File: src/hw/rtl/cfp_pkg.sv
// ----------------------------------------------------------------------------
// cfp_pkg
// Shared types, constants and tag decode for the class file pool parser.
// ----------------------------------------------------------------------------
package cfp_pkg;

    localparam int POOL_SLOTS  = 1024;
    localparam int POOL_ADDR_W = $clog2(POOL_SLOTS);
    localparam int NAME_W      = 16;

    // Number of header bytes: magic plus two version words plus pool count
    localparam logic [3:0] HEADER_BYTES = 4'd10;
    localparam logic [3:0] WORD_BYTES   = 4'd2;

    typedef enum logic [2:0] {
        PH_HEADER,
        PH_TAG,
        PH_BODY,
        PH_UTF8,
        PH_FLAGS,
        PH_THIS,
        PH_DONE,
        PH_HALT
    } cfp_phase_t;

    typedef enum logic [1:0] {
        KIND_ENTRY   = 2'd0,
        KIND_PAYLOAD = 2'd1,
        KIND_RECORD  = 2'd2,
        KIND_ERROR   = 2'd3
    } cfp_kind_t;

    localparam logic [1:0] ERR_NONE     = 2'd0;
    localparam logic [1:0] ERR_BAD_TAG  = 2'd1;
    localparam logic [1:0] ERR_CAPACITY = 2'd2;

    localparam logic [7:0] TAG_UTF8          = 8'd1;
    localparam logic [7:0] TAG_INTEGER       = 8'd3;
    localparam logic [7:0] TAG_FLOAT         = 8'd4;
    localparam logic [7:0] TAG_LONG          = 8'd5;
    localparam logic [7:0] TAG_DOUBLE        = 8'd6;
    localparam logic [7:0] TAG_CLASS         = 8'd7;
    localparam logic [7:0] TAG_STRING        = 8'd8;
    localparam logic [7:0] TAG_FIELDREF      = 8'd9;
    localparam logic [7:0] TAG_METHODREF     = 8'd10;
    localparam logic [7:0] TAG_IFACEREF      = 8'd11;
    localparam logic [7:0] TAG_NAMETYPE      = 8'd12;
    localparam logic [7:0] TAG_METHODHANDLE  = 8'd15;
    localparam logic [7:0] TAG_METHODTYPE    = 8'd16;
    localparam logic [7:0] TAG_INVOKEDYNAMIC = 8'd18;

    typedef struct packed {
        logic [7:0] data_byte;
        logic       frame_start;
    } cfp_in_t;

    typedef struct packed {
        logic [1:0]  kind;
        logic [15:0] slot;
        logic [7:0]  entry_tag;
        logic [63:0] value_first;
        logic [15:0] value_second;
        logic [7:0]  payload_byte;
        logic        payload_last;
        logic [15:0] class_flags;
        logic [1:0]  error_code;
    } cfp_out_t;

    // Name table requests from the parser
    typedef struct packed {
        logic                   wr_en;
        logic [POOL_ADDR_W-1:0] wr_addr;
        logic [NAME_W-1:0]      wr_data;
        logic                   rd_en;
        logic [POOL_ADDR_W-1:0] rd_addr;
    } cfp_tbl_req_t;

    // Body length of a tag; zero marks an unknown tag
    function automatic logic [3:0] body_bytes(input logic [7:0] tag);
        logic [3:0] n;
        case (tag)
            TAG_UTF8, TAG_CLASS, TAG_STRING, TAG_METHODTYPE: n = 4'd2;
            TAG_INTEGER, TAG_FLOAT:                          n = 4'd4;
            TAG_LONG, TAG_DOUBLE:                            n = 4'd8;
            TAG_FIELDREF, TAG_METHODREF, TAG_IFACEREF,
            TAG_NAMETYPE, TAG_INVOKEDYNAMIC:                 n = 4'd4;
            TAG_METHODHANDLE:                                n = 4'd3;
            default:                                         n = 4'd0;
        endcase
        return n;
    endfunction

endpackage

File: src/hw/rtl/cfp_parse.sv
// ----------------------------------------------------------------------------
// cfp_parse
// Byte-wise parse state machine: header, pool entries, flags and this_class.
// ----------------------------------------------------------------------------
module cfp_parse
    import cfp_pkg::*;
(
    input  logic         aclk,
    input  logic         aresetn,
    input  logic         in_accept,
    input  cfp_in_t      in_data,
    output logic         res_valid,
    output cfp_out_t     res,
    output logic         res_use_table,
    output cfp_tbl_req_t tbl
);

    cfp_phase_t  phase_reg, phase_next;
    logic [3:0]  fbc_reg, fbc_next;
    logic [63:0] acc_reg, acc_next;
    logic [7:0]  tag_reg, tag_next;
    logic [16:0] slot_reg, slot_next;
    logic [15:0] count_reg, count_next;
    logic [15:0] utf_reg, utf_next;
    logic [15:0] flags_reg, flags_next;

    cfp_phase_t  ph;
    logic [3:0]  fbc, fbc_inc;
    logic [63:0] acc, acc_sh;
    logic [7:0]  tag, b;
    logic [16:0] slot, slot_adv;
    logic [15:0] cnt, utf, flg, t, utf_dec, cnt_new;
    logic        do_adv;
    logic [1:0]  adv_step;

    always_comb begin
        b = in_data.data_byte;
        ph = phase_reg;
        fbc = fbc_reg;
        acc = acc_reg;
        tag = tag_reg;
        slot = slot_reg;
        cnt = count_reg;
        utf = utf_reg;
        flg = flags_reg;
        // Drop the current parse on a frame start
        if (in_data.frame_start) begin
            ph = PH_HEADER;
            fbc = '0;
            acc = '0;
            tag = '0;
            slot = '0;
            cnt = '0;
            utf = '0;
            flg = '0;
        end
        acc_sh = {acc[55:0], b};
        fbc_inc = fbc + 4'd1;
        utf_dec = utf - 16'd1;
        t = acc_sh[15:0];
        cnt_new = (t != 16'd0) ? (t - 16'd1) : 16'd0;

        phase_next = ph;
        fbc_next = fbc;
        acc_next = acc;
        tag_next = tag;
        slot_next = slot;
        count_next = cnt;
        utf_next = utf;
        flags_next = flg;
        res_valid = 1'b0;
        res = '0;
        res_use_table = 1'b0;
        tbl = '0;
        do_adv = 1'b0;
        adv_step = 2'd1;

        case (ph)
            PH_HEADER: begin
                acc_next = acc_sh;
                fbc_next = fbc_inc;
                if (fbc_inc == HEADER_BYTES) begin
                    count_next = cnt_new;
                    slot_next = '0;
                    fbc_next = '0;
                    acc_next = '0;
                    if ({1'b0, cnt_new} > 17'(POOL_SLOTS)) begin
                        phase_next = PH_HALT;
                        res_valid = 1'b1;
                        res.kind = KIND_ERROR;
                        res.error_code = ERR_CAPACITY;
                    end else begin
                        phase_next = (cnt_new != 16'd0) ? PH_TAG : PH_FLAGS;
                    end
                end
            end
            PH_TAG: begin
                if (body_bytes(b) == 4'd0) begin
                    phase_next = PH_HALT;
                    res_valid = 1'b1;
                    res.kind = KIND_ERROR;
                    res.slot = slot[15:0];
                    res.entry_tag = b;
                    res.error_code = ERR_BAD_TAG;
                end else begin
                    tag_next = b;
                    fbc_next = '0;
                    acc_next = '0;
                    phase_next = PH_BODY;
                end
            end
            PH_BODY: begin
                acc_next = acc_sh;
                fbc_next = fbc_inc;
                if (fbc_inc >= body_bytes(tag)) begin
                    res_valid = 1'b1;
                    res.kind = KIND_ENTRY;
                    res.slot = slot[15:0];
                    res.entry_tag = tag;
                    do_adv = 1'b1;
                    case (tag)
                        TAG_UTF8: begin
                            utf_next = acc_sh[15:0];
                            res.value_first = {48'd0, acc_sh[15:0]};
                            if (acc_sh[15:0] != 16'd0) begin
                                do_adv = 1'b0;
                                fbc_next = '0;
                                acc_next = '0;
                                phase_next = PH_UTF8;
                            end
                        end
                        TAG_LONG, TAG_DOUBLE: begin
                            res.value_first = acc_sh;
                            adv_step = 2'd2;
                        end
                        TAG_INTEGER, TAG_FLOAT: begin
                            res.value_first = {32'd0, acc_sh[31:0]};
                        end
                        TAG_CLASS, TAG_STRING, TAG_METHODTYPE: begin
                            res.value_first = {48'd0, acc_sh[15:0]};
                            // Keep class name index per slot
                            if (tag == TAG_CLASS && slot < 17'(POOL_SLOTS)) begin
                                tbl.wr_en = 1'b1;
                                tbl.wr_addr = slot[POOL_ADDR_W-1:0];
                                tbl.wr_data = acc_sh[15:0];
                            end
                        end
                        TAG_METHODHANDLE: begin
                            res.value_first = {56'd0, acc_sh[23:16]};
                            res.value_second = acc_sh[15:0];
                        end
                        default: begin
                            res.value_first = {48'd0, acc_sh[31:16]};
                            res.value_second = acc_sh[15:0];
                        end
                    endcase
                end
            end
            PH_UTF8: begin
                utf_next = utf_dec;
                res_valid = 1'b1;
                res.kind = KIND_PAYLOAD;
                res.slot = slot[15:0];
                res.entry_tag = TAG_UTF8;
                res.payload_byte = b;
                res.payload_last = (utf_dec == 16'd0);
                do_adv = (utf_dec == 16'd0);
            end
            PH_FLAGS: begin
                acc_next = acc_sh;
                fbc_next = fbc_inc;
                if (fbc_inc == WORD_BYTES) begin
                    flags_next = t;
                    fbc_next = '0;
                    acc_next = '0;
                    phase_next = PH_THIS;
                end
            end
            PH_THIS: begin
                acc_next = acc_sh;
                fbc_next = fbc_inc;
                if (fbc_inc == WORD_BYTES) begin
                    fbc_next = '0;
                    acc_next = '0;
                    phase_next = PH_DONE;
                    res_valid = 1'b1;
                    res.kind = KIND_RECORD;
                    res.value_second = t;
                    res.class_flags = flg;
                    // Look up the class name when this_class is in the pool
                    if (t != 16'd0 && t <= cnt && {1'b0, t} <= 17'(POOL_SLOTS)) begin
                        res.slot = t - 16'd1;
                        res_use_table = 1'b1;
                        tbl.rd_en = 1'b1;
                        tbl.rd_addr = cnt_new[POOL_ADDR_W-1:0];
                    end
                end
            end
            default: begin
            end
        endcase

        // Advance to the next slot
        slot_adv = slot + {15'd0, adv_step};
        if (do_adv) begin
            slot_next = slot_adv;
            fbc_next = '0;
            acc_next = '0;
            phase_next = (slot_adv >= {1'b0, cnt}) ? PH_FLAGS : PH_TAG;
        end

        // Gate all effects on an accepted request
        if (!in_accept) begin
            res_valid = 1'b0;
            tbl = '0;
        end
    end

    // Hold parse state between requests
    always_ff @(posedge aclk) begin
        if (!aresetn) begin
            phase_reg <= PH_HEADER;
            fbc_reg <= '0;
            acc_reg <= '0;
            tag_reg <= '0;
            slot_reg <= '0;
            count_reg <= '0;
            utf_reg <= '0;
            flags_reg <= '0;
        end else if (in_accept) begin
            phase_reg <= phase_next;
            fbc_reg <= fbc_next;
            acc_reg <= acc_next;
            tag_reg <= tag_next;
            slot_reg <= slot_next;
            count_reg <= count_next;
            utf_reg <= utf_next;
            flags_reg <= flags_next;
        end
    end

endmodule

File: config.mk
export PLATFORM = sky130hd
export DESIGN_NAME = cfp_parse
export DESIGN_NICKNAME = d
export VERILOG_FILES = /design/src/hw/rtl/cfp_pkg.sv /design/src/hw/rtl/cfp_parse.sv
export SDC_FILE = /design/constraint.sdc
export NUM_CORES = 1
export LEC_CHECK = 0
export BUFFER_PORTS_ARGS = -buffer_cell sky130_fd_sc_hd__buf_2
export CELL_PAD_IN_SITES_DETAIL_PLACEMENT = 2
export CELL_PAD_IN_SITES_GLOBAL_PLACEMENT = 2
export CORE_ASPECT_RATIO = 0.6
export CORE_MARGIN = 3
export CORE_UTILIZATION = 33
export DETAILED_ROUTE_END_ITERATION = 10
export GPL_TIMING_DRIVEN = 0
export HOLD_SLACK_MARGIN = 0.1
export PLACE_DENSITY_LB_ADDON = 0.1
export RECOVER_POWER = 50
export SYNTH_ARGS = -nofsm -noshare
export SYNTH_HDL_FRONTEND = slang
export SYNTH_SLANG_ARGS = --single-unit
export TNS_END_PERCENT = 5
File: constraint.sdc
create_clock -name aclk -period 11.35 [get_ports aclk]
set_clock_uncertainty 0.15 [all_clocks]
set_input_delay 2.27 -clock aclk [delete_from_list [all_inputs] [get_ports aclk]]
set_output_delay 2.27 -clock aclk [all_outputs]
set_load 0.02 [all_outputs]
Word-level counts from Yosys, hierarchy flattened
Memories as Yosys holds them, arrays and structs flattened.
Index checks and enable logic that the tools add are counted.
{ "classes": {"n_reduce_logical": 16, "addsub": 4, "n_eq_ne": 16, "order_cmp": 6, "mux": 99} }
{ "ops": {"columns": ["op", "count"], "rows": [
  ["$mux 64", 9],
  ["$pmux 64 s4", 2],
  ["$mux 16", 15],
  ["$mux 27", 4],
  ["$mux 104", 1],
  ["$mux 17", 4],
  ["$pmux 16 s2", 2],
  ["$pmux 16 s4", 1],
  ["$mux 4", 12],
  ["$mux 38", 1],
  ["$mux 3", 12],
  ["$mux 11", 3],
  ["$eq 8x3->1 const B", 4],
  ["$reduce_bool 16->1", 2],
  ["$sub 16x1->16 const B", 2],
  ["$mux 26", 1],
  ["$mux 8", 3],
  ["$pmux 8 s3", 1],
  ["$mux 18", 1],
  ["$add 17x2->17", 1],
  ["$ge 17x16->1", 1],
  ["$lt 17x11->1 const B", 1],
  ["$eq 8x4->1 const B", 2],
  ["$gt 16x11->1 const B", 1],
  ["29 further kinds", 55]
]} }
{ "totals": {"wordCells": 151, "regBits": 144, "rom_bits": 256, "mem_count": 2} }
{ "mem_list": {"columns": ["name", "depth", "word_bits", "rd", "rd_clocked_by_memory_dff", "write_ports", "line_no", "text"], "rows": [
  ["(name not given)", 32, 4, 1, 0, 0, "cfp_pkg.sv:81", "case (tag)"],
  ["(name not given)", 32, 4, 1, 0, 0, "cfp_pkg.sv:81", null]
]} }

Longest topological paths before layout
{ "depth": {"ltp_word": 11, "ltp_mapped": 34, "depth_no_buf": 28} }

Worst setup path before layout
No wires, ideal clock.
{ "synth_timing": {"path_kind": "input port to flip-flop", "from": "input port in_data[0] in the netlist's numbering", "to": "register phase_reg[0]", "arrival_time_ns": 8.912, "setup_time_ns": 0.059, "setup_slack_ns": 2.230, "path_stages": 33, "required_time_ns": 11.141, "path_cell_list": "buf_2 -> clkbuf_1 -> clkbuf_1 -> buf_2 -> clkbuf_1 -> buf_1 -> nor2b_1 -> ha_1 -> xor2_1 -> ha_1 -> o21a_1 -> a21oi_1 -> nand2b_1 -> clkbuf_1 -> nor2_1 -> clkbuf_1 -> inv_1 -> ha_1 -> inv_1 -> fa_1 -> nand2b_1 -> nor4_1 -> and2_1 -> nand2_1 -> xor2_1 -> nor2_1 -> ha_1 -> a211oi_1 -> a41o_1 -> o211a_1 -> nor2_1 -> a311oi_1 -> a31o_1"} }
{ "synth_between": {"elab_chain_cells": 11, "word_cells_on_any_way": 52} }
{ "synth_lines": {"columns": ["element", "line_no", "text"], "rows": [
  ["start: declaration", "cfp_parse.sv:11", "input cfp_in_t in_data,"],
  ["$mux 8", "cfp_parse.sv:47", "if (in_data.frame_start) begin"],
  ["$mem_v2 32x4 or $logic_not 3->1 (tied branches)", null, null],
  ["$mux 4", "cfp_pkg.sv:81", null],
  ["$mux 4", "cfp_parse.sv:78", "case (ph)"],
  ["$ge 4x4->1", "cfp_parse.sv:115", "if (fbc_inc >= body_bytes(tag)) begin"],
  ["$mux 2", "cfp_parse.sv:115", null],
  ["$mux 2", "cfp_parse.sv:78", null],
  ["$add 17x2->17", "cfp_parse.sv:204", "slot_adv = slot + {15'd0, adv_step};"],
  ["$ge 17x16->1", "cfp_parse.sv:209", "phase_next = (slot_adv >= {1'b0, cnt}) ? PH_FLAGS : PH_TAG;"],
  ["$mux 3", "cfp_parse.sv:209", null],
  ["$mux 3 (*)", "cfp_parse.sv:205", "if (do_adv) begin"],
  ["end signal: assignment", "cfp_parse.sv:231", "phase_reg <= phase_next;"],
  ["end: declaration", "cfp_parse.sv:18", "cfp_phase_t phase_reg, phase_next;"]
]} }
Every way passes the cells marked *; elsewhere a longest branch is shown, timed or not. The select of a mux whose other input is x is not followed.
A chain may end at the register's enable or synchronous reset.

Final worst setup path
Ends and elaborated chain as after synthesis.

==> flow_summary_export.csv <==
group,metric,value,unit
logic_synthesis,ys.flop_type,"dfxtp_1",
logic_synthesis,yosysWarnings,0,
floorplan,fp.coreArea,0.02901,mm²
worst_setup_path,slowest_delay,650,ps
layout,multiInputGateArea,0.006482,mm²
clock_tree,cts_tree,"done",
power,p_leak,0.004981,µW
global_routing,grt_max_degree,20,
power,power_switching,351.5,µW
floorplan,die-width,228.9,µm
timing,whs,325.8,ps
clock_tree,ctsHoldBuffers,0,
logic_synthesis,netlist_area,0.009833,mm²
clock_tree,cts-buffers-inserted,17,
global_routing,gr-total-overflow,0,
detailed_routing,wl_per_cell,27.03,µm
layout,drive_above_1_share,0.1598,
global_routing,grt_use_total,0.3119,
hold_path,hold_start,"acc_reg[50]$_SDFFE_PN0P_",
timing,maxSlewViolCount,1,
floorplan,ios,185,
power,ir_drop,106.3,µV
floorplan,die_h,139.7,µm
clock_tree,post_cts_buffers,0,
detailed_routing,via_per_inst,5.912,
logic_synthesis,seq_area_frac_synth,0.2769,
logic_synthesis,syn_avg_cell_area,7.786,µm²
placement,portBuffers,183,
logic_synthesis,synth_seq_cells,136,
worst_setup_path,endpoint_kind,"flip-flop",
detailed_routing,vias,11110,
clock_tree,clock_path_buffers,2,
layout,area.sequential,0.002723,mm²
logic_synthesis,yosys.area_share.simple,0.2977,
timing,fin_ws,555.5,ps
placement,dp_hpwl,38.53,mm
logic_synthesis,synth_compound_area_frac,0.2630,
clock_tree,clk_pin_slew_worst_paths,70,ps
flow_run,cap_violations,1,
detailed_routing,drt_pass1_iterations,6,
global_routing,grt_pass1_wl,75.46,mm
logic_synthesis,synth_nets,1323,
layout,largest_reg_flops,56,
detailed_routing,wl,50.78,mm
worst_setup_path,slowest_stage,"nor2_1",
layout,fin_util,0.4074,
clock_tree,clock_latency,450,ps
placement,pre_cts_ws,-1641,ps
power,p_comb_frac,0.107,
logic_synthesis,synth-edff-count,0,
logic_synthesis,synth_xor_area_frac,0.02583,
run_status,status,"complete, but fails checks",
layout,fill_cells,3402,
floorplan,start_util,0.3390,
logic_synthesis,synth_top_area_cell,"dfxtp_1",
timing,hold_violations,0,
layout,nNetsFinal,1524,
timing,fin_crit_sh,0.9511,
hold_path,min-delay-path-class,"reg2reg",
timing,fmaxAchievable,0.09264,GHz
power,pwr-share-seq,0.393,
worst_setup_path,crit_start,"in_data[0]",
timing,rsz0062_at_grt,"no",
logic_synthesis,synthAdderAreaFrac,0.06184,
power,p_int,885.0,µW
worst_setup_path,r2r-start,"tag_reg[1]$_SDFFE_PN0P_",
timing,setup_viol,0,
run_status,failed_checks,"max-capacitance violations, max-slew violations",
logic_synthesis,async_reset_ff_frac,0,
power,p_per_area,104.6,mW/mm²
clock_tree,htree_levels,4,
worst_setup_path,path_class,"in2reg",
detailed_routing,drt_iter0_drc,1032,
logic_synthesis,syn_inst,1263,
worst_setup_path,critical_path_peak_fanout,19,
logic_synthesis,yosysTopAreaCellShare,0.2769,
logic_synthesis,synth_top_family_by_area,"simple AND/OR/NAND/NOR gates",
placement,place_congestion,0.9186,
timing,relSlewSlack,-0.008368,
clock_tree,root_buffer,"clkbuf_16",
power,swShare,0.2842,
layout,area_delta_synth_final,20.18,%
logic_synthesis,synth_area_leaders,"dfxtp_1 28%, a22o_1 7.8%, ha_1 6.0%",
clock_tree,clock-sinks,136,
timing,finalCriticalPeriod,10790,ps
layout,final_cell_area,0.01182,mm²
floorplan,rows,48,
placement,place_area,0.01125,mm²
detailed_routing,drc_errors,0,
worst_setup_path,cp-start-kind,"input port",
clock_tree,ctsResizeCount,3,
global_routing,grt_antenna_before_repair,3,
floorplan,dieArea,0.03197,mm²
worst_setup_path,crit_required,11600,ps
logic_synthesis,ys_types,87,
logic_synthesis,synth_mux_area_frac,0.01234,
detailed_routing,antenna_left,0,
global_routing,grt_pass1_vias,11460,
power,p_clk_frac,0.501,
timing,max_slew.worst_pin.slew,1492,ps
worst_setup_path,cp.arrival,11040,ps
==> per-stage QoR <==
step                      instances  setup TNS [ps]  power (µW)
after floorplan                1263               0       565.7
after global placement         1846          -21740       620.3
after detailed placement       1846          -27450       623.6
after CTS                      1877               0        1241
after global routing           1877               0        1273
final                          1879               0        1236
==> cells in the final DEF (no fill, tap or decap), types with 7 or more instances in the layout <==
cell type	instances
nand4_1	17
xor2_1	12
o21a_1	13
a22o_1	88
nor2_1	110
nor3_1	34
dfxtp_1	136
a22oi_1	47
a211oi_1	7
inv_1	27
and2_1	88
nor3b_1	12
nand3_1	19
nor4_1	15
nand2b_1	15
a21boi_0	14
xnor2_1	17
a21oi_1	49
nor2b_1	68
a31oi_1	11
or3_1	8
clkbuf_16	17
buf_2	177
nand2_1	90
ha_1	47
mux2i_1	8
and3_1	24
o21ai_0	58
clkbuf_1	112
==> metal layers <==
metal / wire [µm] / up-vias / track usage / share of wire
li1: - / 4967 / - / -
met1: 24610 / 5641 / 0.4480 / 0.48
met2: 20490 / 433 / 0.4497 / 0.40
met3: 4837 / 63 / 0.1056 / 0.095
met4: 818 / 4 / 0.06759 / 0.016
met5: 25 / - / 0 / 0.00049
==> power by group through the flow <==
stage,sequential (µW),clock (µW),combinational (µW)
after floorplan,494,0,71.8
after global placement,496,0,124
after detailed placement,496,0,128
after CTS,485,627,129
after global routing,486,649,139
final,485,619,132
==> path summary, 6_finish.rpt <==
kind,to,slack [ps],cells past startpoint
worst min-delay path,acc_reg[50]$_SDFFE_PN0P_,330,1
worst max-delay path,phase_reg[0]$_SDFFE_PN0P_,560,31
worst min register to register,acc_reg[50]$_SDFFE_PN0P_,330,1
worst max register to register,phase_reg[0]$_SDFFE_PN0P_,3740,29
==> cell usage after synthesis, drive strengths merged, types with 6 or more instances <==
cell / number
a21boi: 16
ha: 47
nor2b: 68
o21ai: 61
nand2b: 16
nand3: 19
a22o: 88
or3: 8
dfxtp: 136
o21a: 13
nor3: 36
and2: 92
nand4: 17
a211oi: 7
mux2i: 8
nand3b: 6
a21oi: 50
and3: 24
nor2: 111
a32o: 6
nor4: 19
nand2: 90
inv: 29
a31oi: 11
xor2: 12
xnor2: 17
o211ai: 6
nor3b: 12
a22oi: 47
buf: 33
a21o: 6
or4: 6
clkbuf: 83
==> cells by family after synthesis <==
logic type | after synthesis
muxes | 11
AOI/OAI and AO/OA | 357
DFF | 136
xor gates and xnor gates | 29
buffers and inverters | 145
and+or+nand+nor | 537
adders and majority gates | 48
==> critical path, delay by kind of cell <==
kind / cells / cell delay (ps)
buffers and inverters: 9 / 3110
AOI/OAI and AO/OA: 7 / 1390
and+or+nand+nor: 9 / 2390
adders and majority gates: 4 / 1460
xor gates and xnor gates: 2 / 350
==> layout make-up <==
type / instances / area share
multi-input cells: 982 / 0.5485
flip-flops and latches: 136 / 0.2304
repair buffers: 183 / 0.07507
well taps: 400 / 0.04235
plain buffers: 115 / 0.04087
clock buffers: 19 / 0.03663
clock inverters: 13 / 0.01652
inverters: 29 / 0.009211
diodes: 2 / 0.0004235
Note: power is estimated with default switching activity, not from simulation.
